File: src/hdl/vpw_pkg.sv
// Shared constants and helper functions for the vertex projection block.
`default_nettype none
package vpw_pkg;

    localparam int FRAC_BITS_DEF     = 16;
    localparam int SCREEN_WIDTH_DEF  = 640;
    localparam int SCREEN_HEIGHT_DEF = 480;

    // Quotients are capped at 2^40 before field saturation
    localparam int QUO_W = 41;
    localparam logic [QUO_W-1:0] QCAP = {1'b1, {(QUO_W-1){1'b0}}};

    localparam int NUM_REGS = 8;
    localparam logic [63:0] MAT_RESET [NUM_REGS] = '{
        64'd65536, 64'd0,
        64'd65536 << 32, 64'd0,
        64'd0, 64'd65536,
        64'd0, 64'd65536 << 32
    };

    function automatic logic [31:0] mag32(input logic signed [31:0] v);
        logic [31:0] r;
        r = v[31] ? 32'(-v) : 32'(v);
        return r;
    endfunction

    function automatic logic [31:0] sat_s32(input logic signed [63:0] v);
        logic [31:0] r;
        if (v > 64'sd2147483647) begin
            r = 32'h7FFF_FFFF;
        end else if (v < -64'sd2147483648) begin
            r = 32'h8000_0000;
        end else begin
            r = v[31:0];
        end
        return r;
    endfunction

endpackage
`default_nettype wire

File: src/hdl/vpw_div.sv
// Bit-serial restoring divider: min(floor(num * 2^FRAC_BITS / den), 2^40).
`default_nettype none
module vpw_div #(
    parameter int NUM_W     = 41,
    parameter int FRAC_BITS = vpw_pkg::FRAC_BITS_DEF
) (
    input  wire logic                        i_clk,
    input  wire logic                        i_rst_n,
    input  wire logic                        i_start,
    input  wire logic [NUM_W-1:0]            i_num,
    input  wire logic [31:0]                 i_den,
    output logic                             o_done,
    output logic [vpw_pkg::QUO_W-1:0]        o_quo
);
    localparam int DW  = NUM_W + FRAC_BITS;
    localparam int CW  = $clog2(DW + 1);
    localparam int QW  = vpw_pkg::QUO_W;

    logic          r_busy;
    logic          r_done;
    logic [CW-1:0] r_cnt;
    logic [DW-1:0] r_dvd;
    logic [31:0]   r_rem;
    logic [31:0]   r_den;
    logic [QW-1:0] r_quo;
    logic          r_ovf;
    logic          r_zero;

    logic [32:0]   n_trial;
    logic          n_ge;
    logic [32:0]   n_diff;

    always_comb begin
        n_trial = {r_rem, r_dvd[DW-1]};
        n_ge    = n_trial >= {1'b0, r_den};
        n_diff  = n_trial - {1'b0, r_den};
    end

    always_ff @(posedge i_clk) begin
        if (!i_rst_n) begin
            r_busy <= 1'b0;
            r_done <= 1'b0;
            r_cnt  <= '0;
        end else begin
            r_done <= 1'b0;
            if (i_start) begin
                r_busy <= 1'b1;
                r_cnt  <= CW'(DW);
            end else if (r_busy) begin
                r_cnt <= r_cnt - 1'b1;
                if (r_cnt == CW'(1)) begin
                    r_busy <= 1'b0;
                    r_done <= 1'b1;
                end
            end
        end
    end

    always_ff @(posedge i_clk) begin
        if (i_start) begin
            r_dvd  <= {i_num, {FRAC_BITS{1'b0}}};
            r_rem  <= '0;
            r_den  <= i_den;
            r_quo  <= '0;
            r_ovf  <= 1'b0;
            r_zero <= (i_den == '0) && (i_num == '0);
        end else if (r_busy) begin
            r_dvd <= {r_dvd[DW-2:0], 1'b0};
            r_rem <= n_ge ? n_diff[31:0] : n_trial[31:0];
            // a set bit pushed out of the top means the quotient is past the cap
            r_ovf <= r_ovf | r_quo[QW-1];
            r_quo <= {r_quo[QW-2:0], n_ge};
        end
    end

    assign o_done = r_done;
    assign o_quo  = r_zero ? '0 :
                    (r_ovf || (r_quo > vpw_pkg::QCAP)) ? vpw_pkg::QCAP : r_quo;

endmodule
`default_nettype wire

File: config.mk
export PLATFORM = sky130hd
export DESIGN_NAME = vpw_div
export DESIGN_NICKNAME = d
export VERILOG_FILES = /design/src/hdl/vpw_pkg.sv /design/src/hdl/vpw_div.sv
export SDC_FILE = /design/constraint.sdc
export NUM_CORES = 1
export LEC_CHECK = 0
export ABC_AREA = 1
export BUFFER_PORTS_ARGS = -buffer_cell sky130_fd_sc_hd__buf_4
export CAP_MARGIN = 20
export CELL_PAD_IN_SITES_DETAIL_PLACEMENT = 1
export CELL_PAD_IN_SITES_GLOBAL_PLACEMENT = 2
export CORE_MARGIN = 4
export CORE_UTILIZATION = 37
export CTS_BUF_LIST = sky130_fd_sc_hd__clkbuf_2
export DETAILED_ROUTE_END_ITERATION = 8
export PLACE_DENSITY = 0.91
export SLEW_MARGIN = 25
export SYNTH_ARGS = -nofsm -noshare
export SYNTH_HDL_FRONTEND = slang
export SYNTH_SLANG_ARGS = --single-unit
File: constraint.sdc
create_clock -name i_clk -period 4.1 [get_ports i_clk]
set_clock_uncertainty 0.15 [all_clocks]
set_input_delay 0.615 -clock i_clk [delete_from_list [all_inputs] [get_ports i_clk]]
set_output_delay 0.615 -clock i_clk [all_outputs]
set_load 0.03 [all_outputs]
Word-level counts from Yosys, hierarchy flattened
Cells that the tools add are included.

Register bits: 156. Input port bits: 76. Logic and storage cells: 36.

Add/subtract/negate cells: 2. $lt $le $gt $ge: 2. Equality and inequality tests: 1. Multiplexer cells: 11. Bitwise gates (word level): 3. Reductions and logical operators: 7.

Operator list (number): $mux 57 (2); $mux 41 (2); $gt 41x41->1 const B (1); $logic_not 41->1 (1); $ge 33x32->1 (1); $logic_not 32->1 (1); $mux 32 (1); $sub 32x32->32 (1); $mux 6 (2); $eq 6x1->1 const B (1); $sub 6x1->6 const B (1); $mux 1 (4); $reduce_or 3->1 (1); $not 1->1 (2); $reduce_bool 2->1 (1); $reduce_or 2->1 (1); $logic_and 1x1->1 (1); $logic_or 1x1->1 (1); $or 1x1->1 (1).

Depth between registers and ports, before layout
Gate-level depths: netlist of run 1.

Depth after elaboration: 4. Depth in mapped cells: 18. Gate-level depth less buffers: 16.

Worst setup path after synthesis of run 1
No wires, ideal clock.

Path kind: input to register. From: input port i_start. To: register r_dvd[16], enable pin. Setup time: 422 ps. Arrival time: 2342 ps. Data required time: 3528 ps. Path slack: 1186 ps. Stages on the path: 4. Path buffers: 2. Path through: clkbuf_1 nor2_1 inv_2 clkbuf_1.

Longest elaborated chain between the ends: 1.

Ends and longest elaborated chain: start: declaration (line vpw_div.sv:9) `input wire logic i_start,`; $reduce_bool 2->1 (no source line); end signal: assignment (line vpw_div.sv:61) `r_dvd <= {i_num, {FRAC_BITS{1'b0}}};`; end signal: assignment (line vpw_div.sv:68) `r_dvd <= {r_dvd[DW-2:0], 1'b0};`; end: declaration (line vpw_div.sv:22) `logic [DW-1:0] r_dvd;`.

No other way between the ends. A chain may end at the register's enable or synchronous reset.

Final worst setup path of run 1
From: register r_quo[24]. To: output port o_quo[0] (netlist name).

Longest elaborated chain between the ends: 4.

Ends and longest elaborated chain: start: declaration (line vpw_div.sv:25) `logic [QW-1:0] r_quo;`; start signal: assignment (line vpw_div.sv:72) `r_quo <= {r_quo[QW-2:0], n_ge};`; $gt 41x41->1 (line vpw_div.sv:78) `(r_ovf || (r_quo > vpw_pkg::QCAP)) ? vpw_pkg::QCAP : r_quo;`; $logic_or 1x1->1 (line vpw_div.sv:78); $mux 41 (line vpw_div.sv:78); $mux 41 (line vpw_div.sv:77) `assign o_quo = r_zero ? '0 :`; end: declaration (line vpw_div.sv:13) `output logic [vpw_pkg::QUO_W-1:0] o_quo`.

No other way between the ends.

==> results of run 1 <==
==> state kept, by name, summed over array words and instances (netlist names), 6 cells and up <==
signal  flops
r_cnt       6
r_den      32
r_dvd      41
r_quo      41
r_rem      32
==> worst register-to-register path, delay by kind of cell, from the launching register on <==
family / cells / cell delay [ps]
simple gates: 9 / 1530
flops: 1 / 510
compound gates: 1 / 150
fa+ha+maj: 1 / 330
buf+inv: 2 / 120
==> Yosys cell counts, types with 2 or more instances <==
| library cell | count |
|---|---|
| nand2_1 | 366 |
| inv_1 | 230 |
| nor2_1 | 115 |
| dfxtp_1 | 82 |
| edfxtp_1 | 74 |
| nand3_1 | 66 |
| nand4_1 | 42 |
| o22ai_1 | 41 |
| ha_1 | 34 |
| o21ai_0 | 32 |
| clkbuf_1 | 26 |
| a21oi_1 | 25 |
| nor4_1 | 21 |
| nand3_2 | 15 |
| xor2_1 | 10 |
| nand2_2 | 8 |
| nor3_1 | 8 |
| o21bai_1 | 7 |
| buf_2 | 6 |
| nor2_2 | 6 |
| buf_4 | 4 |
| o21ai_1 | 3 |
| o21ai_2 | 3 |
| a21oi_2 | 2 |
| buf_1 | 2 |
| inv_2 | 2 |
| nand2_4 | 2 |
| nor2_4 | 2 |
==> through the flow <==
step / area, um2 / hold slack [ps] / utilization
floorplan: 9080 / 295 / -
global placement: 10300 / 313 / 0.423
detailed placement: 10300 / 315 / 0.423
CTS: 11100 / 5.60 / 0.457
global route: 11100 / 3.20 / 0.459
finish: 11100 / 82.9 / 0.459
==> power by group through the flow <==
stage / Combinational [mW] / Clock, mW / Sequential, mW
detailed placement: 0.414 / 0 / 1.78
floorplan: 0.245 / 0 / 1.77
finish: 0.467 / 0.973 / 1.75
global placement: 0.406 / 0 / 1.78
global route: 0.519 / 1.07 / 1.76
CTS: 0.460 / 1.00 / 1.75
==> final cells by class <==
class	count	area (um2)
clock inverters	15	180
fillers	3092	13100
diodes	1	2.50
inverters	233	875
flip-flops and latches	156	3860
well taps	324	405
repair buffers	189	1580
multi-input cells	819	4140
clock buffers	17	85.1
==> metal layers <==
layer	track usage	up-vias	wire, um
li1	-	4328	-
met4	0.0507	0	410
met1	0.302	4228	14000
met3	0.0397	26	1130
met2	0.387	172	14600
met5	0	-	0
==> final timing paths <==
path                                              from                endpoint  slack [ps]  cells after the start
worst min register to register  r_rem[31]$_SDFFE_PP0P_  r_rem[31]$_SDFFE_PP0P_         350                      2
worst max register to register  r_rem[28]$_SDFFE_PP0P_  r_rem[22]$_SDFFE_PP0P_        1230                     13
worst min-delay path                          i_num[2]     r_dvd[18]$_DFFE_PP_          80                      3
worst max-delay path            r_quo[24]$_SDFFE_PP0P_                o_quo[0]         780                      7
==> repair_timing <==
action / CTS / global route
resized for setup: 0 / 0
hold endpoints to repair: 64 / 4
hold buffers: 57 / 4
==> logic make-up after synthesis <==
logic type / count (synthesis) / synth area share
adder cells (fa/ha/maj): 35 / 0.0490
AND/OR/NAND/NOR: 657 / 0.321
flip-flops: 156 / 0.425
AO/OA/AOI/OAI: 117 / 0.0751
XOR/XNOR: 10 / 0.00964
buffers and inverters: 274 / 0.120
==> results.py, run 1 <==
metrics = {
    "clocking": {
        "numCtsBuffers": 17,
        "cts_buffer_depth": 2,
        "clkTransAtPathRegs_ps": 280,
        "cts_setup_buffers": 0,
        "root_buffer": "clkbuf_2",
        "htree_levels": 4,
        "cts_tree": "done",
        "cts.sinks": 156,
        "clk-insertion-delay-late_ps": 760,
    },
    "placed_design": {
        "dp_slack_ps": 1290,
        "dp_hpwl_mm": 22.5,
        "routabilityCongestion": 0.914,
        "port_buffers": 117,
        "dp.cells": 1660,
    },
    "power_and_ir_drop": {
        "seqPwrFrac": 0.549,
        "vdd_drop_max_mv": 0.186,
        "leakage_nw": 5.52,
        "power_density_nw_per_um2": 286,
        "combPwrFrac": 0.146,
        "clkPwrFrac": 0.305,
        "power.total_mw": 3.19,
        "p_sw_frac": 0.309,
        "p_int_mw": 2.20,
        "switchingPower_uw": 985,
    },
    "sta": {
        "rsz0062_at_grt": "false",
        "fin_crit_ps": 3320,
        "setup_ws_ps": 776,
        "finalSetupViolCount": 0,
        "timing.slew.headroom": 0.273,
        "max_freq_ghz": 0.301,
        "period_share": 0.811,
        "worstMarginPinSlew_ps": 1090,
        "hold_viol": 0,
        "drv_slew": 0,
        "fin_setup_tns_ps": 0,
    },
    "floorplanning": {
        "dieArea_um2": 27100,
        "die_w_um": 165,
        "core_area_um2": 24200,
        "start_util": 0.375,
        "pin_count": 118,
        "fp-row-count": 57,
        "die_h_um": 165,
    },
    "critical_path": {
        "setup.worst_path.start_class": "register",
        "path_delay_family": "simple AND/OR/NAND/NOR gates",
        "crit_buf_inv": 2,
        "slowest_stage": "dfxtp_1",
        "arrival_ps": 2560,
        "crit_chain": "nor4_1, nand4_1, nor3_1, o21bai_2, buf_4, nor2_1, buf_4",
        "path_class": "register to primary output",
        "critPathCaptureType": "primary output",
        "cpMostUsedCell": "buf_4",
        "crit_fanout": 40,
        "cp_slowest_stage_delay_ps": 390,
        "required_ps": 3340,
    },
    "final_layout": {
        "layoutNonFillerInstCount": 1754,
        "final_nets": 1527,
        "final_common_cell": "nand2_1",
        "drive_gt1_frac": 0.143,
        "layout_common_cells": "nand2_1, inv_1, buf_4, nor2_1, dfxtp_1",
        "syn_to_final_growth_pct": 22.6,
    },
    "synthesis": {
        "ys_seq_area_frac": 0.425,
        "synthTopCellsByArea": "edfxtp_1, dfxtp_1, nand2_1",
        "synth_area_um2": 9080,
        "synth-edff-count": 74,
        "yosys.area.top_type": "edfxtp_1",
        "postSynthCellCount": 1249,
        "yosys_warnings": 0,
        "synth_top_area_share": 0.245,
        "synth_cell_types": 43,
        "synthFlopType": "dfxtp_1",
        "ys_ff_latch": 156,
        "avgSynthCellArea_um2": 7.27,
        "synthArstFlopShare": 0,
        "syn-num-nets": 1360,
    },
    "drt": {
        "firstDrtPassIters": 5,
        "ant_nets": 0,
        "drc": 0,
        "wl_mm": 30.1,
        "drt-initial-drc-count": 502,
        "detail_route.vias_per_cell": 4.99,
        "wl_per_cell_um": 17.2,
        "routed-via-count": 8754,
    },
    "status": {
        "status": "completed",
    },
    "global_route": {
        "antenna_found_initial": 2,
        "overflow": 0,
        "grt_pass1_vias": 9174,
        "grt_use_total": 0.227,
        "grt_first_pass_wirelength_mm": 48.3,
        "grt_max_degree": 67,
    },
    "run": {
        "cap_violations": 0,
    },
    "min_path": {
        "hp-class": "input pin to register",
    },
}
No activity file was read; power rests on OpenSTA's default activity.
==> run 2, diff against run 1 <==
--- a/config.mk
+++ b/config.mk
@@ -5,16 +5,16 @@
 export SDC_FILE = /design/constraint.sdc
 export NUM_CORES = 1
 export LEC_CHECK = 0
-export ABC_AREA = 1
+export ABC_AREA = 0
 export BUFFER_PORTS_ARGS = -buffer_cell sky130_fd_sc_hd__buf_4
 export CAP_MARGIN = 20
 export CELL_PAD_IN_SITES_DETAIL_PLACEMENT = 1
 export CELL_PAD_IN_SITES_GLOBAL_PLACEMENT = 2
 export CORE_MARGIN = 4
-export CORE_UTILIZATION = 37
+export CORE_UTILIZATION = 38
 export CTS_BUF_LIST = sky130_fd_sc_hd__clkbuf_2
 export DETAILED_ROUTE_END_ITERATION = 8
-export PLACE_DENSITY = 0.91
+export PLACE_DENSITY = 0.86
 export SLEW_MARGIN = 25
 export SYNTH_ARGS = -nofsm -noshare
 export SYNTH_HDL_FRONTEND = slang
==> constraint.sdc (replaced) <==
create_clock -name i_clk -period 3.2 [get_ports i_clk]
set_clock_uncertainty 0.15 [all_clocks]
set_input_delay 0.48 -clock i_clk [delete_from_list [all_inputs] [get_ports i_clk]]
set_output_delay 0.48 -clock i_clk [all_outputs]
set_load 0.03 [all_outputs]
==> run 2 against run 1 <==
Cell area is 1.3% higher. Area after synthesis is 8.6% lower. Sequential share of layout area is 0.23 points lower. Global-route usage is 1.2 points lower. First-iteration DRC count is 36% lower. The flow now finishes with violations (setup timing). Clock power is 45% higher. Critical path depth is 1 higher. Count of clock-buffer cells in the layout is 1 higher. Total power is 55% higher. Sequential power is 33% higher.
==> results.py, run 2 <==
metrics = {
    "drt": {
        "drt-initial-drc-count": 323,
        "detail_route.vias_per_cell": 5.28,
        "ant_nets": 0,
        "firstDrtPassIters": 4,
        "wl_mm": 25.8,
        "routed-via-count": 7094,
        "drc": 0,
        "wl_per_cell_um": 19.2,
    },
    "final_layout": {
        "final_common_cell": "buf_4",
        "fillers": 2346,
        "seq_area_um2": 3890,
        "largestRegisters": "r_dvd x41, r_quo x41",
        "multi_input_area_um2": 4340,
        "layout_common_cells": "buf_4, nor2_1, dlygate4sd3_1, edfxtp_1, dfxtp_1",
        "fin_util": 0.530,
        "drive_gt1_frac": 0.272,
        "finalInstanceArea_um2": 11300,
        "syn_to_final_growth_pct": 35.9,
        "final_nets": 1166,
    },
    "clocking": {
        "numCtsBuffers": 17,
        "cts_buffer_depth": 2,
        "cts_tree": "done",
        "cts.sinks": 156,
        "clkTransAtPathRegs_ps": 290,
        "root_buffer": "clkbuf_2",
        "clk-insertion-delay-late_ps": 780,
        "htree_levels": 4,
    },
    "critical_path": {
        "cp_slowest_stage_delay_ps": 410,
        "crit_chain": "nor4_4, nand4_1, nor2_1, a41oi_2, nor2_4, buf_6, and2_1, buf_4",
        "crit_fanout": 15,
        "r2r_slack_ps": 70,
        "required_ps": 2570,
        "arrival_ps": 2670,
        "setup.worst_path.start_class": "register",
        "critPathCaptureType": "primary output",
        "slowest_stage": "dfxtp_4",
        "path_class": "register to primary output",
    },
    "power_and_ir_drop": {
        "power_density_nw_per_um2": 438,
        "seqPwrFrac": 0.471,
        "switchingPower_mw": 1.56,
        "clkPwrFrac": 0.285,
        "vdd_drop_max_mv": 0.238,
        "p_sw_frac": 0.316,
        "p_int_mw": 3.38,
        "leakage_nw": 4.71,
        "combPwrFrac": 0.244,
    },
    "sta": {
        "setup_ws_ps": -99.5,
        "finalSetupViolCount": 40,
        "max_freq_ghz": 0.303,
        "worstMarginPinSlew_ps": 612,
        "hold_viol": 0,
        "rsz0062_at_grt": "true",
        "fin_crit_ps": 3300,
        "period_share": 1.03,
        "timing.slew.headroom": 0.592,
        "drv_slew": 0,
    },
    "synthesis": {
        "synth_most_common_cell": "nor2_1",
        "synth_cell_types": 58,
        "syn-num-nets": 945,
        "postSynthCellCount": 834,
        "synth-edff-count": 74,
        "synthTopCellsByArea": "edfxtp_1, dfxtp_1, mux2i_1",
        "yosys_warnings": 0,
        "synth_top_area_share": 0.268,
        "avgSynthCellArea_um2": 9.96,
        "synth_area_um2": 8300,
        "ys_ff_latch": 156,
        "synthArstFlopShare": 0,
        "synthFlopType": "dfxtp_1",
        "ys_seq_area_frac": 0.465,
        "yosys.area.top_type": "edfxtp_1",
        "synthTopCellsByCount": "nor2_1, dfxtp_1, edfxtp_1",
    },
    "global_route": {
        "grt_use_total": 0.214,
        "grt_first_pass_wirelength_mm": 41.4,
        "grt_pass1_vias": 7572,
        "overflow": 0,
        "grt_max_degree": 53,
        "antenna_found_initial": 1,
    },
    "placed_design": {
        "routabilityCongestion": 0.843,
        "postPlaceCellArea_um2": 9600,
        "port_buffers": 117,
        "dp_hpwl_mm": 16.0,
    },
    "floorplanning": {
        "core_area_um2": 21300,
        "pin_count": 118,
        "start_util": 0.390,
        "dieArea_um2": 24300,
        "fp-row-count": 53,
        "die_w_um": 156,
        "die_h_um": 156,
    },
    "status": {
        "status": "finished with violations",
        "violations": "setup timing",
    },
    "min_path": {
        "hp-class": "input pin to register",
    },
    "run": {
        "cap_violations": 0,
    },
}
==> run 2: area by class of cell <==
cell class              count  share of cell area
diodes                      1            0.000222
clock buffers              18             0.00798
clock inverters            14              0.0200
inverters                  46              0.0153
multi-input cells         593               0.384
flip-flops and latches    156               0.345
well taps                 275              0.0305
repair buffers            241               0.197
==> run 2: cell families after synthesis <==
kind of cell             Yosys count  synth area share
multiplexers                      90             0.115
XOR/XNOR                          32            0.0338
AO/OA/AOI/OAI                    158             0.127
adder cells (fa/ha/maj)           35            0.0536
flip-flops                       156             0.465
buffers and inverters             85            0.0414
AND/OR/NAND/NOR                  278             0.164
==> run 2: worst max-delay path: cells and delay by family (launching register included) <==
kind,cells,cell delay [ps]
AND/OR/NAND/NOR,5,1020
AO/OA/AOI/OAI,1,140
flip-flops,1,410
buffers and inverters,2,340
==> run 2: power groups by stage <==
stage	logic, mW	clock network (mW)	registers (mW)
2_1_floorplan	0.692	0	2.32
3_3_place_gp	0.978	0	2.35
3_5_place_dp	0.994	0	2.36
4_1_cts	1.12	1.44	2.32
5_1_grt	1.33	1.54	2.34
6_report	1.21	1.41	2.33
==> run 2: metal layers <==
metal  GRT usage  wire length [um]  vias up
li1            -                 -     3442
met1       0.272             11400     3485
met2       0.376             13100      131
met3      0.0388               810       36
met4      0.0571               523        0
met5           0                 0        -
==> run 2: through the flow <==
step	worst slack (ps)	TNS, ps	cells	hold slack (ps)	power (mW)
after CTS	-145	-4230	1339	176	4.89
after detailed placement	-41.9	-41.9	1217	341	3.35
after floorplan	122	0	834	300	3.02
after global placement	60.7	0	1217	330	3.33
after global routing	-292	-9430	1344	166	5.21
final	-99.5	-1820	1344	249	4.94
==> run 2: worst paths after layout <==
path,depth (start not counted),end,start
worst min register to register,2,r_rem[15]$_SDFFE_PP0P_,r_rem[14]$_SDFFE_PP0P_
worst min-delay path,2,r_den[12]$_DFFE_PP_,i_den[12]
worst max-delay path,8,o_quo[36],r_quo[11]$_SDFFE_PP0P_
worst max register to register,12,r_rem[24]$_SDFFE_PP0P_,r_den[18]$_DFFE_PP_
==> run 2: what timing repair did <==
item,4_1_cts,5_1_grt
hold endpoints to repair,91,0
hold buffers,86,0
resized for setup,45,50
setup buffers,2,4
cloned,2,2
pin swaps,1,14
endpoints found under the setup margin,45,73
==> run 3, diff against run 2 <==
--- a/config.mk
+++ b/config.mk
@@ -7,14 +7,14 @@
 export LEC_CHECK = 0
 export ABC_AREA = 0
 export BUFFER_PORTS_ARGS = -buffer_cell sky130_fd_sc_hd__buf_4
-export CAP_MARGIN = 20
+export CAP_MARGIN = 10
 export CELL_PAD_IN_SITES_DETAIL_PLACEMENT = 1
-export CELL_PAD_IN_SITES_GLOBAL_PLACEMENT = 2
+export CELL_PAD_IN_SITES_GLOBAL_PLACEMENT = 1
 export CORE_MARGIN = 4
-export CORE_UTILIZATION = 38
+export CORE_UTILIZATION = 46
 export CTS_BUF_LIST = sky130_fd_sc_hd__clkbuf_2
 export DETAILED_ROUTE_END_ITERATION = 8
-export PLACE_DENSITY = 0.86
+export PLACE_DENSITY = 0.85
 export SLEW_MARGIN = 25
 export SYNTH_ARGS = -nofsm -noshare
 export SYNTH_HDL_FRONTEND = slang
==> run 3 against run 2 <==
Critical path type is now register to register. Largest cell class unchanged. Sequential power increased by 2%. The flow still finishes with violations (setup timing). Count of clock-buffer cells in the layout unchanged. Fmax down 16%. Non-clock buffer count grew 6. Worst setup slack got worse by 630 ps. Largest power group unchanged. Highest routed layer is now met5. Sequential share of layout area down 1.5 points.
==> results.py, run 3 (synthesis gave the netlist of run 2 again) <==
metrics = {
    "final_layout": {
        "layout_common_cells": "buf_4, nor2_1, dlygate4sd3_1, edfxtp_1, dfxtp_1",
        "largestRegisters": "r_dvd x41, r_quo x41",
        "final_nets": 1173,
        "fin_util": 0.676,
        "fillers": 1778,
        "syn_to_final_growth_pct": 42.4,
        "multi_input_area_um2": 4790,
        "final_common_cell": "buf_4",
        "layoutNonFillerInstCount": 1303,
        "seq_area_um2": 3900,
        "drive_gt1_frac": 0.367,
    },
    "drt": {
        "detail_route.vias_per_cell": 6.96,
        "ant_nets": 0,
        "drc": 0,
        "routed-via-count": 9075,
        "wl_mm": 45.4,
        "firstDrtPassIters": 6,
        "drt-initial-drc-count": 1186,
        "wl_per_cell_um": 34.9,
    },
    "power_and_ir_drop": {
        "switchingPower_mw": 2.14,
        "p_sw_frac": 0.386,
        "p_int_mw": 3.39,
        "combPwrFrac": 0.300,
        "seqPwrFrac": 0.429,
        "power_density_nw_per_um2": 468,
        "vdd_drop_max_mv": 0.367,
        "clkPwrFrac": 0.270,
        "leakage_nw": 4.87,
    },
    "sta": {
        "period_share": 1.23,
        "finalSetupViolCount": 73,
        "timing.slew.headroom": 0.339,
        "fin_crit_ps": 3930,
        "setup_ws_ps": -732,
        "rsz0062_at_grt": "true",
        "hold_viol": 0,
        "worstMarginPinSlew_ps": 992,
        "max_freq_ghz": 0.254,
        "drv_slew": 0,
    },
    "global_route": {
        "grt_max_degree": 89,
        "antenna_found_initial": 5,
        "overflow": 0,
        "grt_first_pass_wirelength_mm": 49.6,
        "grt_use_total": 0.318,
        "grt_pass1_vias": 8523,
    },
    "placed_design": {
        "dp.cells": 1169,
        "port_buffers": 117,
        "routabilityCongestion": 0.868,
        "dp_hpwl_mm": 16.6,
    },
    "critical_path": {
        "critPathCaptureType": "register",
        "arrival_ps": 4610,
        "setup.worst_path.start_class": "register",
        "path_class": "register to register",
        "r2r_slack_ps": -730,
        "crit_fanout": 6,
        "required_ps": 3880,
    },
    "clocking": {
        "cts.sinks": 156,
        "root_buffer": "clkbuf_2",
        "htree_levels": 4,
        "clkTransAtPathRegs_ps": 380,
        "cts_buffer_depth": 2,
        "numCtsBuffers": 17,
        "cts_tree": "done",
        "clk-insertion-delay-late_ps": 910,
    },
    "floorplanning": {
        "pin_count": 118,
        "start_util": 0.475,
        "die_h_um": 142,
        "die_w_um": 142,
        "fp-row-count": 48,
        "dieArea_um2": 20300,
        "core_area_um2": 17500,
    },
    "status": {
        "status": "finished with violations",
        "violations": "setup timing",
    },
    "min_path": {
        "hp-class": "input pin to register",
    },
    "run": {
        "cap_violations": 0,
    },
}
run 3: cell types whose count changed in the layout (fill, tap and decap cells not counted), sizes merged:
cell         delta
buf            +16
clkinvlp        +2
clkbuf          +1
dlygate4sd3    -11
bufinv          -1
diode           +2
o21a            +1
clkinv          -1
run 3: final timing paths:
check	from	end	depth (start not counted)
worst max-delay path	r_den[3]$_DFFE_PP_	r_rem[27]$_SDFFE_PP0P_	12
worst min-delay path	i_den[27]	r_den[27]$_DFFE_PP_	2
worst max register to register	r_den[3]$_DFFE_PP_	r_rem[27]$_SDFFE_PP0P_	12
worst min register to register	r_quo[15]$_SDFFE_PP0P_	r_quo[16]$_SDFFE_PP0P_	2
run 3: worst max-delay path, stage by stage, from the launching register on:
cell and delay, ps:
edfxtp_1 500, inv_1 90, ha_1 440, o211ai_1 210, a21oi_1 400, o21ai_1 200
buf_4 210, o211ai_1 250, a31oi_2 190, o21ai_0 470, xor2_1 160, mux2i_1 390
o21ai_1 180
run 3: layout make-up:
type                    instances  area share
clock inverters                14      0.0168
flip-flops and latches        156       0.330
inverters                      46      0.0146
diodes                          3    0.000635
repair buffers                247       0.202
clock buffers                  18     0.00762
well taps                     225      0.0238
multi-input cells             594       0.405
run 3: per-stage QoR:
| stage | setup TNS [ps] | hold WS [ps] | setup slack [ps] | area (um2) | total power [mW] |
|---|---|---|---|---|---|
| 2_1_floorplan | 0 | 300 | 122 | 8300 | 3.02 |
| 4_1_cts | -1110 | 227 | -38.1 | 11100 | 4.81 |
| 6_report | -27280 | 119 | -732 | 11800 | 5.53 |
| 5_1_grt | -26050 | 153 | -581 | 11800 | 5.60 |
| 3_3_place_gp | 0 | 329 | 120 | 9580 | 3.33 |
| 3_5_place_dp | -69.7 | 342 | -67.8 | 9580 | 3.38 |
run 3: power groups by stage:
stage	clock network, mW	registers [mW]	logic [mW]
3_5_place_dp	0	2.36	1.02
3_3_place_gp	0	2.35	0.977
5_1_grt	1.53	2.38	1.69
6_report	1.50	2.37	1.66
2_1_floorplan	0	2.32	0.692
4_1_cts	1.34	2.32	1.15
run 3: metal layers:
| layer | part of all wire | vias to the layer above | GRT usage |
|---|---|---|---|
| met4 | 0.099 | 4 | 0.128 |
| met1 | 0.34 | 4309 | 0.386 |
| met3 | 0.11 | 389 | 0.0618 |
| met2 | 0.46 | 918 | 0.556 |
| met5 | 0.00073 | - | 0 |
| li1 | - | 3455 | - |
run 3: repair_timing:
action | in CTS | in global routing
hold endpoints to repair | 86 | 0
endpoints found under the setup margin | 61 | 73
hold buffers | 75 | 0
cloned | 4 | 4
pin swaps | 9 | 58
gates resized for setup | 105 | 141
setup buffers | 7 | 9
